$ cat src/design/bol_pkg.sv
package bol_pkg;

    // Widths fixed by the item fields.
    localparam int IDX_W    = 11;
    localparam int STATUS_W = 3;
    localparam int MODE_W   = 4;

    typedef enum logic [MODE_W-1:0] {
        MODE_PUSH_FRONT = 4'd0,
        MODE_PUSH_BACK  = 4'd1,
        MODE_AFTER_KEY  = 4'd2,
        MODE_AFTER_POS  = 4'd3,
        MODE_POP_FRONT  = 4'd4,
        MODE_POP_BACK   = 4'd5,
        MODE_DELETE_KEY = 4'd6,
        MODE_SEARCH     = 4'd7,
        MODE_READ_OUT   = 4'd8
    } t_mode;

    typedef enum logic [STATUS_W-1:0] {
        ST_OK        = 3'd0,
        ST_EMPTY     = 3'd1,
        ST_NOT_FOUND = 3'd2,
        ST_INVALID   = 3'd3,
        ST_RANGE     = 3'd4,
        ST_FULL      = 3'd5
    } t_status;

    typedef enum logic [1:0] {
        CELL_HOLD   = 2'd0,
        CELL_INSERT = 2'd1,
        CELL_REMOVE = 2'd2,
        CELL_ROTATE = 2'd3
    } t_cell_op;

    // Broadcast to every cell of the chain.
    typedef struct packed {
        t_cell_op         op;
        logic [IDX_W-1:0] idx;   // insert or remove position
        logic [IDX_W-1:0] last;  // index of the final valid entry
    } t_cell_cmd;

endpackage

$ cat src/design/bol_cell.sv
module bol_cell #(
    parameter int DATA_WIDTH = 32
) (
    input  logic                       i_clk,
    input  bol_pkg::t_cell_cmd         i_cmd,
    input  logic [bol_pkg::IDX_W-1:0]  i_index,
    input  logic [DATA_WIDTH-1:0]      i_left,
    input  logic [DATA_WIDTH-1:0]      i_right,
    input  logic [DATA_WIDTH-1:0]      i_head,
    input  logic [DATA_WIDTH-1:0]      i_value,
    output logic [DATA_WIDTH-1:0]      o_data
);

    logic [DATA_WIDTH-1:0] r_data;
    logic [DATA_WIDTH-1:0] n_data;

    always_comb begin
        n_data = r_data;
        case (i_cmd.op)
            bol_pkg::CELL_INSERT: begin
                // open a gap at idx, push the tail one cell back
                if (i_index == i_cmd.idx) begin
                    n_data = i_value;
                end else if (i_index > i_cmd.idx) begin
                    n_data = i_left;
                end
            end
            bol_pkg::CELL_REMOVE: begin
                if (i_index >= i_cmd.idx) begin
                    n_data = i_right;
                end
            end
            bol_pkg::CELL_ROTATE: begin
                // head wraps around to the last valid cell
                if (i_index == i_cmd.last) begin
                    n_data = i_head;
                end else if (i_index < i_cmd.last) begin
                    n_data = i_right;
                end
            end
            default: begin
                n_data = r_data;
            end
        endcase
    end

    always_ff @(posedge i_clk) begin
        r_data <= n_data;
    end

    assign o_data = r_data;

endmodule

$ cat src/design/bounded_ordered_list_unit.sv
// Bounded ordered list of up to DEPTH signed words, held in a chain of cells
// with the front of the list in cell 0. Each accepted word carries a mode
// (push front/back, insert after key, insert after position, pop front/back,
// delete key, search, read out) and answers with one result word, except
// read out of a non-empty list, which returns one word per entry with the
// last one marked. Data only moves between neighboring cells: inserts and
// deletes shift part of the chain by one cell at once, while a key lookup
// rotates the whole list past the comparator at cell 0, one entry per cycle,
// and leaves it in its original order. Modes that need no key lookup, and
// key modes on an empty list, pass from acceptance through the execute
// state, which loads the result register; insert after key, delete key and
// search first rotate the N entries past the head comparator in the scan
// state. Read out passes through the execute state into the read state,
// which loads one word per cycle while the output register can take it, N
// words in all. A step that loads a result waits while the output register
// still holds a word the consumer has not taken. The input side is ready
// again as soon as the final result is loaded into the output register, so
// a new word is taken while that result still waits for the consumer.
module bounded_ordered_list_unit #(
    parameter int DEPTH      = 16,
    parameter int DATA_WIDTH = 32
) (
    input  logic               i_clk,
    input  logic               i_rst_n,
    // command words
    input  logic               i_in_valid,
    output logic               o_in_ready,
    input  logic [3:0]         i_mode,
    input  logic signed [31:0] i_key,
    input  logic signed [31:0] i_value,
    input  logic signed [7:0]  i_position,
    // result words
    output logic               o_out_valid,
    input  logic               i_out_ready,
    output logic [2:0]         o_status,
    output logic               o_found,
    output logic [10:0]        o_hit_position,
    output logic signed [31:0] o_entry,
    output logic [10:0]        o_occupancy,
    output logic               o_last
);

    localparam int CNT_W = $clog2(DEPTH + 1);
    localparam int CMP_W = (CNT_W > 8) ? CNT_W : 8;
    localparam int IDX_W = bol_pkg::IDX_W;

    typedef enum logic [3:0] {
        S_IDLE = 4'b0001,
        S_SCAN = 4'b0010,
        S_EXEC = 4'b0100,
        S_READ = 4'b1000
    } t_state;

    t_state r_state;
    t_state n_state;

    // latched command word
    logic [3:0]         r_mode;
    logic signed [31:0] r_key;
    logic signed [31:0] r_value;
    logic [7:0]         r_pos;

    // list bookkeeping
    logic [CNT_W-1:0] r_count;
    logic [CNT_W-1:0] n_count;
    logic [CNT_W-1:0] r_scan;
    logic [CNT_W-1:0] n_scan;
    logic [CNT_W-1:0] r_hit;
    logic [CNT_W-1:0] n_hit;
    logic             r_found;
    logic             n_found;

    // output register
    logic             r_ov;
    bol_pkg::t_status r_status;
    logic             r_found_out;
    logic [10:0]      r_hit_pos;
    logic [31:0]      r_entry;
    logic [10:0]      r_occ;
    logic             r_last;

    // result being loaded this cycle
    logic             w_emit;
    bol_pkg::t_status e_status;
    logic             e_found;
    logic [10:0]      e_hit_pos;
    logic [31:0]      e_entry;
    logic             e_last;

    logic                  w_in_accept;
    logic                  w_slot;
    logic                  w_full;
    logic                  w_empty;
    logic                  w_key_mode;
    logic [CNT_W-1:0]      w_count_m1;
    logic [CMP_W-1:0]      w_pidx;
    logic [DATA_WIDTH-1:0] w_key_word;
    logic [DATA_WIDTH-1:0] w_val_word;
    logic [DATA_WIDTH-1:0] w_head;
    bol_pkg::t_cell_cmd    w_cmd;

    logic [DATA_WIDTH-1:0] w_data [DEPTH];

    assign o_in_ready  = (r_state == S_IDLE);
    assign w_in_accept = i_in_valid && o_in_ready;
    // the output register can take a word when empty or being drained
    assign w_slot      = !r_ov || i_out_ready;

    assign w_full     = (r_count == CNT_W'(DEPTH));
    assign w_empty    = (r_count == '0);
    assign w_count_m1 = r_count - CNT_W'(1);
    assign w_key_word = DATA_WIDTH'(r_key);
    assign w_val_word = DATA_WIDTH'(r_value);
    assign w_head     = w_data[0];
    // insert-after-position target: position, but never before index 1
    assign w_pidx     = (r_pos[6:0] == 7'd0) ? CMP_W'(1) : CMP_W'(r_pos[6:0]);

    assign w_key_mode = (i_mode == bol_pkg::MODE_AFTER_KEY)
                     || (i_mode == bol_pkg::MODE_DELETE_KEY)
                     || (i_mode == bol_pkg::MODE_SEARCH);

    always_comb begin
        n_state   = r_state;
        n_count   = r_count;
        n_scan    = r_scan;
        n_hit     = r_hit;
        n_found   = r_found;
        w_cmd     = '{op: bol_pkg::CELL_HOLD, idx: '0, last: IDX_W'(w_count_m1)};
        w_emit    = 1'b0;
        e_status  = bol_pkg::ST_OK;
        e_found   = 1'b0;
        e_hit_pos = '0;
        e_entry   = '0;
        e_last    = 1'b1;

        case (r_state)
            S_IDLE: begin
                if (w_in_accept) begin
                    n_scan  = '0;
                    n_found = 1'b0;
                    n_hit   = '0;
                    // key lookups rotate the list first unless it is empty
                    if (w_key_mode && !w_empty) begin
                        n_state = S_SCAN;
                    end else begin
                        n_state = S_EXEC;
                    end
                end
            end

            S_SCAN: begin
                // rotate one entry past the head comparator, keep the first hit
                w_cmd.op = bol_pkg::CELL_ROTATE;
                if ((w_head == w_key_word) && !r_found) begin
                    n_found = 1'b1;
                    n_hit   = r_scan;
                end
                n_scan = r_scan + CNT_W'(1);
                if (r_scan == w_count_m1) begin
                    n_state = S_EXEC;
                end
            end

            S_EXEC: begin
                if (w_slot) begin
                    w_emit  = 1'b1;
                    n_state = S_IDLE;
                    case (r_mode)
                        bol_pkg::MODE_PUSH_FRONT,
                        bol_pkg::MODE_PUSH_BACK: begin
                            if (w_full) begin
                                e_status = bol_pkg::ST_FULL;
                            end else begin
                                w_cmd.op  = bol_pkg::CELL_INSERT;
                                w_cmd.idx = (r_mode == bol_pkg::MODE_PUSH_FRONT) ?
                                            '0 : IDX_W'(r_count);
                                n_count   = r_count + CNT_W'(1);
                            end
                        end
                        bol_pkg::MODE_AFTER_KEY: begin
                            if (w_empty) begin
                                w_cmd.op  = bol_pkg::CELL_INSERT;
                                w_cmd.idx = '0;
                                n_count   = r_count + CNT_W'(1);
                            end else if (!r_found) begin
                                e_status = bol_pkg::ST_NOT_FOUND;
                            end else if (w_full) begin
                                e_status = bol_pkg::ST_FULL;
                            end else begin
                                w_cmd.op  = bol_pkg::CELL_INSERT;
                                w_cmd.idx = IDX_W'(r_hit) + IDX_W'(1);
                                n_count   = r_count + CNT_W'(1);
                            end
                        end
                        bol_pkg::MODE_AFTER_POS: begin
                            if (r_pos[7]) begin
                                e_status = bol_pkg::ST_INVALID;
                            end else if (w_empty) begin
                                w_cmd.op  = bol_pkg::CELL_INSERT;
                                w_cmd.idx = '0;
                                n_count   = r_count + CNT_W'(1);
                            end else if (w_pidx > CMP_W'(r_count)) begin
                                e_status = bol_pkg::ST_RANGE;
                            end else if (w_full) begin
                                e_status = bol_pkg::ST_FULL;
                            end else begin
                                w_cmd.op  = bol_pkg::CELL_INSERT;
                                w_cmd.idx = IDX_W'(w_pidx);
                                n_count   = r_count + CNT_W'(1);
                            end
                        end
                        bol_pkg::MODE_POP_FRONT,
                        bol_pkg::MODE_POP_BACK: begin
                            if (w_empty) begin
                                e_status = bol_pkg::ST_EMPTY;
                            end else begin
                                w_cmd.op  = bol_pkg::CELL_REMOVE;
                                w_cmd.idx = (r_mode == bol_pkg::MODE_POP_FRONT) ?
                                            '0 : IDX_W'(w_count_m1);
                                n_count   = w_count_m1;
                            end
                        end
                        bol_pkg::MODE_DELETE_KEY: begin
                            if (w_empty) begin
                                e_status = bol_pkg::ST_EMPTY;
                            end else if (!r_found) begin
                                e_status = bol_pkg::ST_NOT_FOUND;
                            end else begin
                                w_cmd.op  = bol_pkg::CELL_REMOVE;
                                w_cmd.idx = IDX_W'(r_hit);
                                n_count   = w_count_m1;
                            end
                        end
                        bol_pkg::MODE_SEARCH: begin
                            if (w_empty) begin
                                e_status = bol_pkg::ST_EMPTY;
                            end else if (!r_found) begin
                                e_status = bol_pkg::ST_NOT_FOUND;
                            end else begin
                                e_found   = 1'b1;
                                e_hit_pos = 11'(r_hit) + 11'd1;
                            end
                        end
                        bol_pkg::MODE_READ_OUT: begin
                            if (w_empty) begin
                                e_status = bol_pkg::ST_EMPTY;
                            end else begin
                                // hold; entries stream out from the read state
                                w_emit  = 1'b0;
                                n_scan  = '0;
                                n_state = S_READ;
                            end
                        end
                        default: begin
                            e_status = bol_pkg::ST_OK;
                        end
                    endcase
                end
            end

            S_READ: begin
                if (w_slot) begin
                    // emit the head and rotate it to the back
                    w_emit   = 1'b1;
                    w_cmd.op = bol_pkg::CELL_ROTATE;
                    e_entry  = 32'(w_head);
                    e_last   = (r_scan == w_count_m1);
                    n_scan   = r_scan + CNT_W'(1);
                    if (r_scan == w_count_m1) begin
                        n_state = S_IDLE;
                    end
                end
            end

            default: begin
                n_state = S_IDLE;
            end
        endcase
    end

    // Control state.
    always_ff @(posedge i_clk) begin
        if (!i_rst_n) begin
            r_state <= S_IDLE;
            r_count <= '0;
            r_scan  <= '0;
            r_hit   <= '0;
            r_found <= 1'b0;
            r_ov    <= 1'b0;
        end else begin
            r_state <= n_state;
            r_count <= n_count;
            r_scan  <= n_scan;
            r_hit   <= n_hit;
            r_found <= n_found;
            if (w_emit) begin
                r_ov <= 1'b1;
            end else if (i_out_ready) begin
                r_ov <= 1'b0;
            end
        end
    end

    // Payload: latch the command word and the result word.
    always_ff @(posedge i_clk) begin
        if (w_in_accept) begin
            r_mode  <= i_mode;
            r_key   <= i_key;
            r_value <= i_value;
            r_pos   <= i_position;
        end
        if (w_emit) begin
            r_status    <= e_status;
            r_found_out <= e_found;
            r_hit_pos   <= e_hit_pos;
            r_entry     <= e_entry;
            r_occ       <= 11'(n_count);
            r_last      <= e_last;
        end
    end

    // Chain of cells, cell 0 holds the front of the list.
    for (genvar g = 0; g < DEPTH; g++) begin : g_cell
        logic [DATA_WIDTH-1:0] w_left;
        logic [DATA_WIDTH-1:0] w_right;

        if (g == 0) begin : g_first
            assign w_left = w_val_word;
        end else begin : g_mid_l
            assign w_left = w_data[g-1];
        end

        if (g == DEPTH - 1) begin : g_last
            assign w_right = w_data[g];
        end else begin : g_mid_r
            assign w_right = w_data[g+1];
        end

        bol_cell #(
            .DATA_WIDTH (DATA_WIDTH)
        ) u_cell (
            .i_clk   (i_clk),
            .i_cmd   (w_cmd),
            .i_index (IDX_W'(g)),
            .i_left  (w_left),
            .i_right (w_right),
            .i_head  (w_head),
            .i_value (w_val_word),
            .o_data  (w_data[g])
        );
    end

    assign o_out_valid    = r_ov;
    assign o_status       = r_status;
    assign o_found        = r_found_out;
    assign o_hit_position = r_hit_pos;
    assign o_entry        = r_entry;
    assign o_occupancy    = r_occ;
    assign o_last         = r_last;

`ifndef SYNTHESIS
    // occupancy never leaves the list bounds
    a_count_bound: assert property (@(posedge i_clk) disable iff (!i_rst_n)
        r_count <= CNT_W'(DEPTH))
        else $error("list count above DEPTH");

    // scan and read out only walk over valid entries
    a_scan_in_list: assert property (@(posedge i_clk) disable iff (!i_rst_n)
        (r_state == S_SCAN || r_state == S_READ) |-> (r_scan < r_count))
        else $error("scan index beyond list");

    // an idle block with no new word keeps its list
    a_idle_stable: assert property (@(posedge i_clk) disable iff (!i_rst_n)
        (r_state == S_IDLE && !w_in_accept) |=> $stable(r_count))
        else $error("list count changed while idle");

    // a result is only loaded into a free or draining output register
    a_no_overrun: assert property (@(posedge i_clk) disable iff (!i_rst_n)
        w_emit |-> (!r_ov || i_out_ready))
        else $error("result loaded over a pending word");
`endif

endmodule
$ cat config.mk
export PLATFORM = sky130hd
export DESIGN_NAME = bounded_ordered_list_unit
export DESIGN_NICKNAME = d
export VERILOG_FILES = /design/src/design/bol_pkg.sv /design/src/design/bol_cell.sv /design/src/design/bounded_ordered_list_unit.sv
export SDC_FILE = /design/constraint.sdc
export NUM_CORES = 2
export LEC_CHECK = 0
export BUFFER_PORTS_ARGS = -buffer_cell sky130_fd_sc_hd__buf_2
export CAP_MARGIN = 0
export CORE_MARGIN = 4
export CORE_UTILIZATION = 25
export DETAILED_ROUTE_END_ITERATION = 7
export GPL_TIMING_DRIVEN = 1
export PLACE_DENSITY = 0.43
export SETUP_SLACK_MARGIN = 0.2
export SYNTH_ARGS = -nofsm -noshare
export SYNTH_HDL_FRONTEND = slang
export SYNTH_SLANG_ARGS = --single-unit
$ cat constraint.sdc
create_clock -name i_clk -period 8.2 [get_ports i_clk]
set_clock_uncertainty 0.05 [all_clocks]
set_input_delay 1.64 -clock i_clk [delete_from_list [all_inputs] [get_ports i_clk]]
set_output_delay 1.64 -clock i_clk [all_outputs]
set_load 0.01 [all_outputs]
==> impl_metrics.env <==
export IMPL_outcome="finished, final reports clean"
export IMPL_clk_path_buf_depth=3
export IMPL_fin_nets=3268
export IMPL_max_cap_violations=0
export IMPL_startpoint_type="flip-flop"
export IMPL_grt_pass1_vias=28243
export IMPL_final_cell_mix="edfxtp_1, a22oi_1, nand2_1"
export IMPL_synth_edf_count=636
export IMPL_rsz0062_at_grt="false"
export IMPL_vias=29187
export IMPL_synth_area_leaders="edfxtp_1, a22oi_1, mux2i_1, nand3_1, nand2_1"
export IMPL_synth_yosys_warnings=0
export IMPL_synth_seq_cells=657
export IMPL_die_w_um=384.2
export IMPL_yosys_area_top_type="edfxtp_1"
export IMPL_yosys_cell_types_count=91
export IMPL_worst_setup_path_type="flip-flop to flip-flop"
export IMPL_drc=0
export IMPL_crit_family="simple AND/OR/NAND/NOR gates"
export IMPL_ys_seq_area_share_pct=55.17
export IMPL_path_max_fanout=33
export IMPL_fin_crit_sh_pct=71.38
export IMPL_top_usage_layer="met2"
export IMPL_relSlewSlack_pct=19.69
export IMPL_drive_above_1_share_pct=13.76
export IMPL_yosysTopAreaCellShare_pct=53.98
export IMPL_total_power_w=0.007943
export IMPL_syn_area_mm2=0.03538
export IMPL_hold_buffers=0
export IMPL_max_freq_mhz=170.9
export IMPL_use_met1_pct=27.70
export IMPL_fin_setup_tns_ps=0
export IMPL_critPathMaxStageDelay_ps=700
export IMPL_syn_inst=3228
export IMPL_setup_viol=0
export IMPL_clkPwrFrac_pct=48.7
export IMPL_drt_first_iter_violations=3665
export IMPL_setup_slack_ps=2347
export IMPL_dp_cells=4965
export IMPL_ant_nets=0
export IMPL_antenna_found_initial=9
export IMPL_ys_flop_type="edfxtp_1"
export IMPL_use_met3_pct=4.167
export IMPL_cts_root_buf="clkbuf_16"
export IMPL_worst_path_max_delay_cell="a21oi_4"
export IMPL_wire_per_inst_um=30.59
export IMPL_worstMarginPinSlew_ps=1203
export IMPL_grtUsageMet2_pct=32.25
export IMPL_rows=137
export IMPL_cp_required_ps=8510
export IMPL_power_leakage_nw=13.70
export IMPL_hold_class="flip-flop to flip-flop"
export IMPL_dieArea_mm2=0.1476
export IMPL_path_cells="inv_1 > ha_1 > or3b_1 > nand3_1 > a211oi_4 > a21oi_4 > nor4_4 > and2_2 > buf_4 > nor2_1 > a21oi_4 > buf_4"
export IMPL_viasPerCell=5.702
export IMPL_final_common_cell="edfxtp_1"
export IMPL_core_area_mm2=0.1400
export IMPL_drt_pass1_iter_count=8
export IMPL_peakVddDrop_uv=158.2
export IMPL_overflow=0
export IMPL_routabilityCongestion=0.8454
export IMPL_worst_skew_pair_late_latency_ps=710
export IMPL_seq_power_share_pct=48.1
export IMPL_port_buffers=129
export IMPL_worstPathArrival_ps=6170
export IMPL_cts_setup_buffers=0
export IMPL_routed_wl_um=156600
export IMPL_fp_dieH_um=384.2
export IMPL_post_cts_resized=0
export IMPL_period_needed_ps=5853
export IMPL_power_share_switching_pct=24.11
export IMPL_cts_tree="yes"
export IMPL_htreeDepth=3
export IMPL_grt_max_degree=136
export IMPL_report_final_slew_viol_count=0
export IMPL_seqCellArea_mm2=0.01952
export IMPL_powerDensity_mw_per_mm2=194.5
export IMPL_fillCellCount=14507
export IMPL_switchingPower_w=0.001915
export IMPL_clk_pin_slew_ps=60
export IMPL_dp_final_hpwl_um=93910
export IMPL_critPathBufInv=3
export IMPL_async_reset_ff_share_pct=0
export IMPL_setup_worst_path_end_class="flip-flop"
export IMPL_final_cells=5119
export IMPL_area_growth_pct=15.44
export IMPL_cts_sinks=657
export IMPL_io_pins=141
export IMPL_multi_input_area_mm2=0.01466
export IMPL_start_util_pct=25.26
export IMPL_cts_buffers=85
export IMPL_grt_pass1_wl_um=218000
export IMPL_place_ws_ps=2083
export IMPL_track_usage_pct=20.51
export IMPL_comb_power_share_pct=3.3
export IMPL_hold_viol_final=0
export IMPL_p_int_w=0.006028
export IMPL_synth_area_per_cell_um2=10.96
-- worst min-delay path, stage by stage (launching register included) --
cell and delay [ps]:
edfxtp_1 340, nand2_1 50, nand2_1 50
-- layer usage --
layer	part of all wire [%]	up-vias
li1	-	12560
met1	43	14688
met2	45	1616
met3	8.1	323
met4	4.1	0
met5	0	-
-- power by group through the flow --
stage,Combinational [W],Sequential [W],Clock (W)
finish,0.000259,0.00382,0.00387
global route,0.000280,0.00382,0.00410
CTS,0.000260,0.00382,0.00396
detailed placement,0.000259,0.00389,0
global placement,0.000260,0.00389,0
floorplan,0.000179,0.00382,0
-- per-stage QoR --
step	utilization, %	hold WS (ps)	cell area [µm²]
CTS	29.16	495.2	40840
finish	29.16	490.5	40840
floorplan	-	429.2	35420
global placement	27.16	474.8	38040
detailed placement	27.16	481.1	38040
global route	29.16	527.5	40840
-- sequential cells by signal, indices dropped and copies added, names as in the netlist, 5 cells and up --
| register | cells |
|---|---|
| g_cell.u_cell.o_data | 512 |
| g_cell.w_left | 32 |
| o_entry | 32 |
| r_key | 32 |
| r_pos | 8 |
| o_hit_position | 6 |
| o_occupancy | 5 |
| r_count | 5 |
| r_hit | 5 |
| r_scan | 5 |
-- Yosys cell counts, types with 8 or more instances --
cell type  instances
nor4_1            39
xor2_1            19
nor2_1           100
buf_4             26
o21ai_0          132
or3_1              8
ha_1              12
buf_6              9
nand2_1          284
edfxtp_1         636
nor2b_1           12
nand4_1            9
a211oi_1          35
a222oi_1          30
buf_1             38
o311ai_1          14
nor3_1            25
a21oi_1           48
buf_2             37
nand3_1          256
a31oi_1           44
o211ai_1         133
dfxtp_1           21
o311ai_0          15
o22a_1            33
nand2b_1          11
xnor2_1           29
a21boi_0           8
inv_1             16
a221o_1           35
a22oi_1          314
and2_1            70
mux2i_1          197
o22ai_1           43
o21ai_1          117
clkbuf_1         272
-- area by class of cell --
type,instances,share of cell area (%)
repair buffers,233,3.554
clock buffers,108,5.471
diodes,1,0.006127
clock inverters,45,1.388
multi-input cells,2183,35.89
flip-flops and latches,657,47.79
inverters,16,0.1532
well taps,1876,5.747
-- worst paths after layout --
check                             start                     endpoint  slack, ps  depth (start not counted)
max                          r_count[1]  g_cell[5].u_cell.o_data[11]       2350                         12
max reg2reg                  r_count[1]  g_cell[5].u_cell.o_data[11]       2350                         12
min reg2reg  g_cell[1].u_cell.o_data[5]   g_cell[0].u_cell.o_data[5]        490                          2
min          g_cell[1].u_cell.o_data[5]   g_cell[0].u_cell.o_data[5]        490                          2
-- cells by family after synthesis --
kind of cell	synth area share, %
AOI/OAI and AO/OA	20.70
and+or+nand+nor	12.08
DFF	55.17
buffers and inverters	4.820
muxes	5.605
xor gates and xnor gates	1.188
adders and majority gates	0.4244
other	0.01060
Note: power is estimated with default switching activity, not from simulation.
